### config.mk
export PLATFORM = sky130hd
export DESIGN_NAME = date_add_days_top
export DESIGN_NICKNAME = d
export VERILOG_FILES = /design/src/sv/dad_pkg.sv /design/src/sv/date_add_days_top.sv /design/src/sv/dad_leap.sv /design/src/sv/dad_alu.sv
export SDC_FILE = /design/constraint.sdc
export NUM_CORES = 1
export LEC_CHECK = 0
export BUFFER_PORTS_ARGS = -buffer_cell sky130_fd_sc_hd__buf_2
export CAP_MARGIN = 5
export CORE_MARGIN = 2
export CORE_UTILIZATION = 55
export CTS_CLUSTER_DIAMETER = 100
export CTS_CLUSTER_SIZE = 10
export DETAILED_ROUTE_END_ITERATION = 6
export PLACE_DENSITY = 0.83
export SLEW_MARGIN = 20
export SYNTH_ARGS = -nofsm -noshare
export SYNTH_HDL_FRONTEND = slang
export SYNTH_SLANG_ARGS = --single-unit
### constraint.sdc
create_clock -name aclk -period 6.1 [get_ports aclk]
set_clock_uncertainty 0.05 [all_clocks]
set_input_delay 0.305 -clock aclk [delete_from_list [all_inputs] [get_ports aclk]]
set_output_delay 0.305 -clock aclk [all_outputs]
set_load 0.05 [all_outputs]
### src/sv/dad_pkg.sv
`default_nettype none

package dad_pkg;

    // field widths
    localparam int YEAR_W  = 14;
    localparam int MONTH_W = 4;
    localparam int DAY_W   = 5;
    localparam int ADD_W   = 15;
    // day count after adding: at most 366 + 32767
    localparam int DOY_W   = 16;

    localparam logic [YEAR_W-1:0]  YEAR_MAX  = 14'd9999;
    localparam logic [MONTH_W-1:0] MONTH_DEC = 4'd12;
    localparam logic [DAY_W-1:0]   DAY_DEC   = 5'd31;

    // divisibility by 25: multiply by the inverse of 25 modulo 2^14,
    // the value is a multiple of 25 exactly when the product is small
    localparam logic [YEAR_W-1:0] INV25     = 14'd7209;
    localparam logic [YEAR_W-1:0] DIV25_LIM = 14'd655;

    typedef enum logic {
        ALU_ADD,
        ALU_SUB
    } alu_op_t;

    typedef struct packed {
        alu_op_t          op;
        logic [DOY_W-1:0] a;
        logic [DOY_W-1:0] b;
    } alu_req_t;

    typedef struct packed {
        logic [DOY_W-1:0] res;
        logic             gt;
    } alu_rsp_t;

    // days in a month, february by leap flag
    function automatic logic [DAY_W-1:0] month_len(input logic leap,
                                                    input logic [MONTH_W-1:0] month);
        logic [DAY_W-1:0] len;
        unique case (month)
            4'd2:                      len = leap ? 5'd29 : 5'd28;
            4'd4, 4'd6, 4'd9, 4'd11:   len = 5'd30;
            default:                   len = 5'd31;
        endcase
        return len;
    endfunction

    function automatic logic [DOY_W-1:0] year_len(input logic leap);
        return leap ? 16'd366 : 16'd365;
    endfunction

endpackage

`default_nettype wire

### src/sv/date_add_days_top.sv
// sequence: after the input transfer the walk waits for the leap flag, checks the day, sums the
//   earlier months and the days to add, steps over each year boundary crossed, then steps
//   the months of the final year; an out-of-range field gives its error result straight
//   from idle, a day beyond its month right after the day check
// throughput: one item at a time, the next is taken after the result transfer
// the walk runs on one shared add/subtract unit, and each year step waits for the registered leap check
// reset: synchronous active-low aresetn returns the sequencer to idle, no result pending
`default_nettype none

module date_add_days_top (
    input  wire logic                        aclk,
    input  wire logic                        aresetn,
    input  wire logic                        s_valid,
    output logic                             s_ready,
    input  wire logic [dad_pkg::YEAR_W-1:0]  s_start_year,
    input  wire logic [dad_pkg::MONTH_W-1:0] s_start_month,
    input  wire logic [dad_pkg::DAY_W-1:0]   s_start_day,
    input  wire logic [dad_pkg::ADD_W-1:0]   s_days_to_add,
    output logic                             m_valid,
    input  wire logic                        m_ready,
    output logic [dad_pkg::YEAR_W-1:0]       m_result_year,
    output logic [dad_pkg::MONTH_W-1:0]      m_result_month,
    output logic [dad_pkg::DAY_W-1:0]        m_result_day,
    output logic                             m_error_flag
);

    typedef enum logic [2:0] {
        S_IDLE,
        S_VWAIT,
        S_DCHK,
        S_ACC,
        S_YWAIT,
        S_YSTEP,
        S_MSTEP,
        S_DONE
    } state_t;

    state_t                       state_reg;
    logic [dad_pkg::YEAR_W-1:0]   year_reg;
    logic [dad_pkg::MONTH_W-1:0]  month_reg;
    logic [dad_pkg::DAY_W-1:0]    day_reg;
    logic [dad_pkg::ADD_W-1:0]    add_reg;
    logic [dad_pkg::DOY_W-1:0]    doy_reg;
    logic [dad_pkg::MONTH_W-1:0]  m_reg;
    logic [dad_pkg::YEAR_W-1:0]   res_year_reg;
    logic [dad_pkg::MONTH_W-1:0]  res_month_reg;
    logic [dad_pkg::DAY_W-1:0]    res_day_reg;
    logic                         res_err_reg;

    logic                         leap;
    logic                         in_bad;
    logic [dad_pkg::DAY_W-1:0]    cur_mlen;
    dad_pkg::alu_req_t            alu_req;
    dad_pkg::alu_rsp_t            alu_rsp;

    dad_leap u_leap (
        .aclk     (aclk),
        .year     (year_reg),
        .leap_reg (leap)
    );

    dad_alu u_alu (
        .req (alu_req),
        .rsp (alu_rsp)
    );

    // quick range checks on the incoming date
    assign in_bad = (s_start_year == '0) || (s_start_year > dad_pkg::YEAR_MAX) ||
                    (s_start_month == '0) || (s_start_month > dad_pkg::MONTH_DEC) ||
                    (s_start_day == '0);

    assign cur_mlen = dad_pkg::month_len(leap, m_reg);

    // operand select for the shared unit
    always_comb begin
        alu_req.op = dad_pkg::ALU_SUB;
        alu_req.a  = doy_reg;
        alu_req.b  = dad_pkg::DOY_W'(cur_mlen);
        unique case (state_reg)
            S_DCHK: begin
                alu_req.a = dad_pkg::DOY_W'(day_reg);
                alu_req.b = dad_pkg::DOY_W'(dad_pkg::month_len(leap, month_reg));
            end
            S_ACC: begin
                alu_req.op = dad_pkg::ALU_ADD;
                if (m_reg >= month_reg) begin
                    alu_req.b = dad_pkg::DOY_W'(add_reg);
                end
            end
            S_YSTEP: begin
                alu_req.b = dad_pkg::year_len(leap);
            end
            default: begin
            end
        endcase
    end

    // sequencer
    always_ff @(posedge aclk) begin
        if (!aresetn) begin
            state_reg <= S_IDLE;
        end else begin
            unique case (state_reg)
                S_IDLE: begin
                    if (s_valid) begin
                        year_reg  <= s_start_year;
                        month_reg <= s_start_month;
                        day_reg   <= s_start_day;
                        add_reg   <= s_days_to_add;
                        if (in_bad) begin
                            res_year_reg  <= '0;
                            res_month_reg <= '0;
                            res_day_reg   <= '0;
                            res_err_reg   <= 1'b1;
                            state_reg     <= S_DONE;
                        end else begin
                            state_reg <= S_VWAIT;
                        end
                    end
                end
                S_VWAIT: begin
                    state_reg <= S_DCHK;
                end
                S_DCHK: begin
                    // day beyond the month length
                    if (alu_rsp.gt) begin
                        res_year_reg  <= '0;
                        res_month_reg <= '0;
                        res_day_reg   <= '0;
                        res_err_reg   <= 1'b1;
                        state_reg     <= S_DONE;
                    end else begin
                        doy_reg   <= dad_pkg::DOY_W'(day_reg);
                        m_reg     <= 4'd1;
                        state_reg <= S_ACC;
                    end
                end
                S_ACC: begin
                    // sum earlier months, then the days to add
                    doy_reg <= alu_rsp.res;
                    if (m_reg < month_reg) begin
                        m_reg <= m_reg + 4'd1;
                    end else begin
                        state_reg <= S_YSTEP;
                    end
                end
                S_YWAIT: begin
                    state_reg <= S_YSTEP;
                end
                S_YSTEP: begin
                    if (alu_rsp.gt) begin
                        if (year_reg >= dad_pkg::YEAR_MAX) begin
                            res_year_reg  <= dad_pkg::YEAR_MAX;
                            res_month_reg <= dad_pkg::MONTH_DEC;
                            res_day_reg   <= dad_pkg::DAY_DEC;
                            res_err_reg   <= 1'b1;
                            state_reg     <= S_DONE;
                        end else begin
                            doy_reg   <= alu_rsp.res;
                            year_reg  <= year_reg + 14'd1;
                            state_reg <= S_YWAIT;
                        end
                    end else begin
                        m_reg     <= 4'd1;
                        state_reg <= S_MSTEP;
                    end
                end
                S_MSTEP: begin
                    if ((m_reg < dad_pkg::MONTH_DEC) && alu_rsp.gt) begin
                        doy_reg <= alu_rsp.res;
                        m_reg   <= m_reg + 4'd1;
                    end else begin
                        res_year_reg  <= year_reg;
                        res_month_reg <= m_reg;
                        res_day_reg   <= doy_reg[dad_pkg::DAY_W-1:0];
                        res_err_reg   <= 1'b0;
                        state_reg     <= S_DONE;
                    end
                end
                S_DONE: begin
                    if (m_ready) begin
                        state_reg <= S_IDLE;
                    end
                end
                default: begin
                    state_reg <= S_IDLE;
                end
            endcase
        end
    end

    assign s_ready        = (state_reg == S_IDLE);
    assign m_valid        = (state_reg == S_DONE);
    assign m_result_year  = res_year_reg;
    assign m_result_month = res_month_reg;
    assign m_result_day   = res_day_reg;
    assign m_error_flag   = res_err_reg;

endmodule

`default_nettype wire

### src/sv/dad_leap.sv
`default_nettype none

module dad_leap (
    input  wire logic                       aclk,
    input  wire logic [dad_pkg::YEAR_W-1:0] year,
    output logic                            leap_reg
);

    logic [dad_pkg::YEAR_W-1:0] prod_lo;
    logic                       div25;
    logic                       div4;
    logic                       div16;
    logic                       leap_next;

    // multiple of 25 test through the modular inverse
    assign prod_lo = year * dad_pkg::INV25;
    assign div25   = (prod_lo <= dad_pkg::DIV25_LIM);
    assign div4    = (year[1:0] == 2'd0);
    assign div16   = (year[3:0] == 4'd0);

    // div by 4 and not by 100, or div by 400
    assign leap_next = (div4 && !div25) || (div16 && div25);

    always_ff @(posedge aclk) begin
        leap_reg <= leap_next;
    end

endmodule

`default_nettype wire

### src/sv/dad_alu.sv
`default_nettype none

module dad_alu (
    input  wire dad_pkg::alu_req_t req,
    output dad_pkg::alu_rsp_t      rsp
);

    // shared add/subtract with magnitude compare
    always_comb begin
        rsp.res = (req.op == dad_pkg::ALU_ADD) ? (req.a + req.b) : (req.a - req.b);
        rsp.gt  = (req.a > req.b);
    end

endmodule

`default_nettype wire

# Yosys cells after proc, flatten, opt, wreduce, memory -nomap -nowiden
# Index checks and enable logic that the tools add are counted.
[word_totals] memories=0 mem_bits_rw=0 regBits=86 latchBits=0 romBits=0
[classes] n_bitwise=0 n_mux=58 multipliers=1 shift=0 n_lt_le_gt_ge=8 n_eq_ne=30 div=0 addsub=4 reduce_logical=28
[op_table] cell="$mux 14" n=9
[op_table] cell="$mux 16" n=6
[op_table] cell="$pmux 16 s4" n=1
[op_table] cell="$pmux 14 s4" n=1
[op_table] cell="$pmux 16 s3" n=1
[op_table] cell="$mux 4" n=9
[op_table] cell="$mux 5" n=6
[op_table] cell="$pmux 14 s2" n=1
[op_table] cell="$pmux 3 s8" n=1
[op_table] cell="$ne 2x2->1 const B" n=11
[op_table] cell="$mux 3" n=7
[op_table] cell="$pmux 5 s4" n=1
[op_table] cell="$add 16x16->16" n=1
[op_table] cell="$eq 4x3->1 const B" n=4
[op_table] cell="$eq 4x4->1 const B" n=4
[op_table] cell="$gt 16x16->1" n=1
[op_table] cell="$pmux 4 s4" n=1
[op_table] cell="$sub 16x16->16" n=1
[op_table] cell="$mux 15" n=1
[op_table] cell="$add 14x1->14 const B" n=1
[op_table] cell="$ge 14x14->1 const B" n=1
[op_table] cell="$gt 14x14->1 const B" n=1
[op_table] cell="$le 14x10->1 const B" n=1
[op_table] cell="$logic_not 14->1" n=1
[op_table] cell="33 further kinds" n=57

# Longest topological paths before layout
[depth] depth_word=10 mapped_depth=18 depth_no_buf=18

# Modules after synthesis
# From an unflattened synthesis, not the netlist that was laid out.
[unflattened] hier_cells=734 hier_area_um2=7050.5
[modules_own_cells] module="date_add_days_top" area_each_um2=4251.6 instances=1 cells_per_inst=372
[modules_own_cells] module="dad_alu" area_each_um2=1617.8 instances=1 cells_per_inst=231
[modules_own_cells] module="dad_leap" area_each_um2=1181.1 instances=1 cells_per_inst=131

# Least setup slack after synthesis
# OpenSTA, ideal clock, no wires.
[synth_path] path_type="register to register" start="register m_reg[3] in the netlist's numbering" end="register res_err_reg (netlist: m_error_flag), enable pin" t_arrival_ps=5391 n_path_buf=0 slack_ps=224 required_ps=5615 path_stages_with_launch=18 cell_sequence="edfxtp_1 ha_1 o21ai_0 a21oi_1 or2_1 a41oi_1 mux2i_1 a22oi_1 ha_1 inv_1 fa_1 nor3b_2 o31a_1 o31ai_4 a31oi_4 a21o_4 mux2i_1 nor3_1"
[synth_via] elab_chain_len=9 word_cells_on_any_way=17
[synth_lines] element="start: declaration" line_no="date_add_days_top.sv:44" source="logic [dad_pkg::MONTH_W-1:0] m_reg;"
[synth_lines] element="start signal: assignment" line_no="date_add_days_top.sv:142" source="m_reg <= m_reg + 4'd1;"
[synth_lines] element="start signal: assignment" line_no="date_add_days_top.sv:171" source="m_reg <= m_reg + 4'd1;"
[synth_lines] element="$eq 4x3->1 or $eq 4x4->1 (tied branches)" line_no="dad_pkg.sv:42" source="unique case (month)"
[synth_lines] element="$reduce_or 4->1" line_no="dad_pkg.sv:42"
[synth_lines] element="$pmux 2 s2" line_no="dad_pkg.sv:42"
[synth_lines] element="$mux 15" line_no="date_add_days_top.sv:86" source="if (m_reg >= month_reg) begin"
[synth_lines] element="$pmux 16 s3" line_no="date_add_days_top.sv:79" source="unique case (state_reg)"
[synth_lines] element="$gt 16x16->1" line_no="dad_alu.sv:11" source="rsp.gt = (req.a > req.b);"
[synth_lines] element="$logic_and 1x1->1" line_no="date_add_days_top.sv:169" source="if ((m_reg < dad_pkg::MONTH_DEC) && alu_rsp.gt) begin"
[synth_lines] element="$ne 2x2->1 (no source line)"
[synth_lines] element="$reduce_and 8->1 (no source line) (*)"
[synth_lines] element="end signal: assignment" line_no="date_add_days_top.sv:130" source="res_err_reg <= 1'b1;"
[synth_lines] element="end signal: assignment" line_no="date_add_days_top.sv:156" source="res_err_reg <= 1'b1;"
[synth_lines] element="end signal: assignment" line_no="date_add_days_top.sv:176" source="res_err_reg <= 1'b0;"
[synth_lines] element="end: declaration" line_no="date_add_days_top.sv:48" source="logic res_err_reg;"
# Every way passes the cells marked *; elsewhere a longest branch is shown, timed or not.
# A chain may end at the register's enable or synchronous reset.

# Final worst setup path
[layout_path] start="register m_reg[2] in the netlist's numbering" end="register res_day_reg, in the netlist m_result_day[4], enable pin"
[layout_via] elab_chain_len=9 word_cells_on_any_way=17
[layout_lines] element="$eq 4x3->1 or $eq 4x4->1 (tied branches)" line_no="dad_pkg.sv:42"
[layout_lines] element="$reduce_or 4->1" line_no="dad_pkg.sv:42"
[layout_lines] element="$pmux 2 s2" line_no="dad_pkg.sv:42"
[layout_lines] element="$mux 15" line_no="date_add_days_top.sv:86"
[layout_lines] element="$pmux 16 s3" line_no="date_add_days_top.sv:79"
[layout_lines] element="$gt 16x16->1" line_no="dad_alu.sv:11"
[layout_lines] element="$logic_and 1x1->1" line_no="date_add_days_top.sv:169"
[layout_lines] element="$ne 2x2->1 (no source line)"
[layout_lines] element="$reduce_and 8->1 (no source line) (*)"
[layout_lines] element="end signal: assignment" line_no="date_add_days_top.sv:155" source="res_day_reg <= dad_pkg::DAY_DEC;"
[layout_lines] element="end signal: assignment" line_no="date_add_days_top.sv:175" source="res_day_reg <= doy_reg[dad_pkg::DAY_W-1:0];"
[layout_lines] element="end: declaration" line_no="date_add_days_top.sv:47" source="logic [dad_pkg::DAY_W-1:0] res_day_reg;"
# Marked as above.

==> run metrics <==
status finished, final reports clean; placed cells 961; Rows 41; critical path launch point m_reg[2]; TritonCTS Buffers 9; Hold Buf Count CTS 0; ANT nets after route 0; Core Area 12,500 um2; Initial Utilization 55.9%; DIE AREA 13,600 um2; Req. time, crit path between 6 and 7 ns; # clock sinks 86; synthesis-to-layout area growth 11.2%; Max-cap violations 0; Clock Tree Buf Depth 2; Synth Area in Compound Gates around 15%; DRC viols 0; TritonRoute pass-1 iters 5; cts repair resizes 0; Die Width 117 um; Pleak 3.32 nW; Final Critical Period 5.47 ns; WL final 16.1 mm; DP HPWL about 12 mm; Tot GR Track Use 25.0%; type of the worst setup path reg2reg; GR Overflow Total 0; Pwr Density slightly above 500 nW/um2; Finish-stage setup viols 0; most common cell after layout, fill and taps aside nand2_1; max reg flops 16; layout cell share with drive strength beyond 1 13.8%; CTS Root Cell clkbuf_16; Die Y 117 um; pin count of the biggest net entering global routing 48; Top Ports 68; ys flop type edfxtp_1; fmax roughly 0.18 GHz; Final Cycle Share 89.7%; Post-Layout Cell Count between 900 and 1,000; Mapped Area 6970 um2; Critical Path Start Type register; Hold Vio Cnt, Final 0; multiplexer area fraction after synthesis less than 1%; Async SR Flop Fraction 0%; IO Port Bufs 67; Worst slew margin 43.4%; VDD IR-drop max 275 uV; reg2reg start m_reg[2]; Setup crit end kind register; XOR/XNOR Fraction of Synth Area 4.90%; number of enable flip-flop cells after synthesis 82; critical-path maximum fanout 19; #FFs+latches synth 86; GPL Wtd Cong roughly 0.94; largest family of logic cells by synthesized area simple AND/OR/NAND/NOR gates; Adder-Cell Fraction of Synth Area between 10% and 20%; worst hold path type in2reg; register area share after synthesis 36.5%; ANT cells 0; clk_lat worst skew between 0.3 and 0.4 ns; number of global-route vias before repair 5,459; YS warnings 0; H-tree levels 3; global-route wire length before repair 26.4 mm; fin. max-slew vios 0; vias after detailed routing 5,664; CTS clock-pin slew for the worst setup and hold paths approximately 0.070 ns; Synth cell types just over 70; Final nets 933; cell count after synthesis 744; Net Count, Synth 877; Post-Syn Area per Cell 9.36 um2; most frequent cells in the layout nand2_1, edfxtp_1, ha_1, inv_1, buf_2; via-per-instance ratio 5.80; filler cell count 1,039; initial detailed-routing violation count between 500 and 600; worst slew pin tran about 0.85 ns; Post-Synth Simple-Gate Area 18.8%; average wire per standard cell 16.5 um; Setup Total Neg Slack 0 ns; RSZ-0062 raised after global routing false; total setup buffers inserted after CTS 0; Hold Crit Start s_days_to_add[9]; CTS tree done; antenna violations before repair 0; Data arrival, critical path around 5.5 ns
metal layers:
layer,GRT usage (%),part of all wire [%],vias up
met5,0,0,-
met2,40.7,47,258
met3,4.31,7.6,28
met1,33.9,43,2642
met4,9.02,1.8,0
li1,-,-,2736
metrics by stage:
stage	area (um2)	util [%]	hold WS, ns	total power (W)	worst slack (ns)
6_report	7740	62.1	0.0664	0.00392	0.628
5_1_grt	7740	62.1	0.0607	0.00426	0.204
4_1_cts	7740	62.1	0.0554	0.00391	0.635
3_5_place_dp	7440	59.7	0.433	0.00333	0.630
3_3_place_gp	7440	59.7	0.431	0.00327	0.873
2_1_floorplan	6970	-	0.354	0.00283	0.224
cell families after synthesis:
group,count (synthesis)
AND/OR/NAND/NOR,266
AO/OA/AOI/OAI,151
buffers and inverters,105
adder cells (fa/ha/maj),91
flip-flops,86
XOR/XNOR,39
multiplexers,6
critical path, cell delays in order, from the launching register on:
cell and delay, ns:
edfxtp_1 0.53, ha_1 0.35, o21ai_0 0.16, a21oi_1 0.08
or2_1 0.24, a41oi_1 0.47, mux2i_1 0.15, a22oi_1 0.27
ha_1 0.22, inv_1 0.06, fa_1 0.39, nor3b_2 0.19
o31a_1 0.34, o31ai_4 0.27, a31oi_4 0.16, a21o_4 0.25
mux2i_1 0.15, nor3_2 0.46, buf_4 0.37
Yosys cell counts (7+ instances only):
library cell,number,area (um2)
nand2_1,96,360
edfxtp_1,82,2460
ha_1,78,976
inv_1,75,282
nor2_1,55,206
o21ai_0,33,165
a21oi_1,30,150
xnor2_1,27,236
and2_1,25,156
nor3_1,15,75.1
clkbuf_1,14,52.6
fa_1,13,260
nand3_1,13,65.1
a211oi_1,12,90.1
buf_2,12,60.1
xor2_1,12,105
nand2b_1,10,62.6
nor2b_1,10,62.6
o21ai_1,9,45.0
nor4_1,8,50.1
and3_1,7,43.8
o211ai_1,7,52.6
where the power goes:
| part | leakage [nW] | switching [W] | total, W | internal (W) |
|---|---|---|---|---|
| registers | 0.792 | 0.000117 | 0.000955 | 0.000837 |
| clock network | 0.147 | 0.000245 | 0.000567 | 0.000322 |
| logic | 2.38 | 0.00146 | 0.00240 | 0.000940 |
| total | 3.32 | 0.00182 | 0.00392 | 0.00210 |
area by class of cell:
class                   instances  area (um2)  area share (%)
clock inverters                 7        77.6            1.00
clock buffers                   9         225            2.91
well taps                     172         215            2.78
repair buffers                 73         380            4.91
multi-input cells             553        4020            51.8
inverters                      77         289            3.73
flip-flops and latches         86        2540            32.8
worst paths after layout:
path                     endpoint  slack [ns]  cells after the start
setup / recovery  m_result_day[4]        0.63                     18
hold / removal         add_reg[9]        0.07                      1
setup reg to reg  m_result_day[4]        0.63                     18
hold reg to reg   m_result_day[4]        0.51                      2
(Power assumes the default switching activity.)
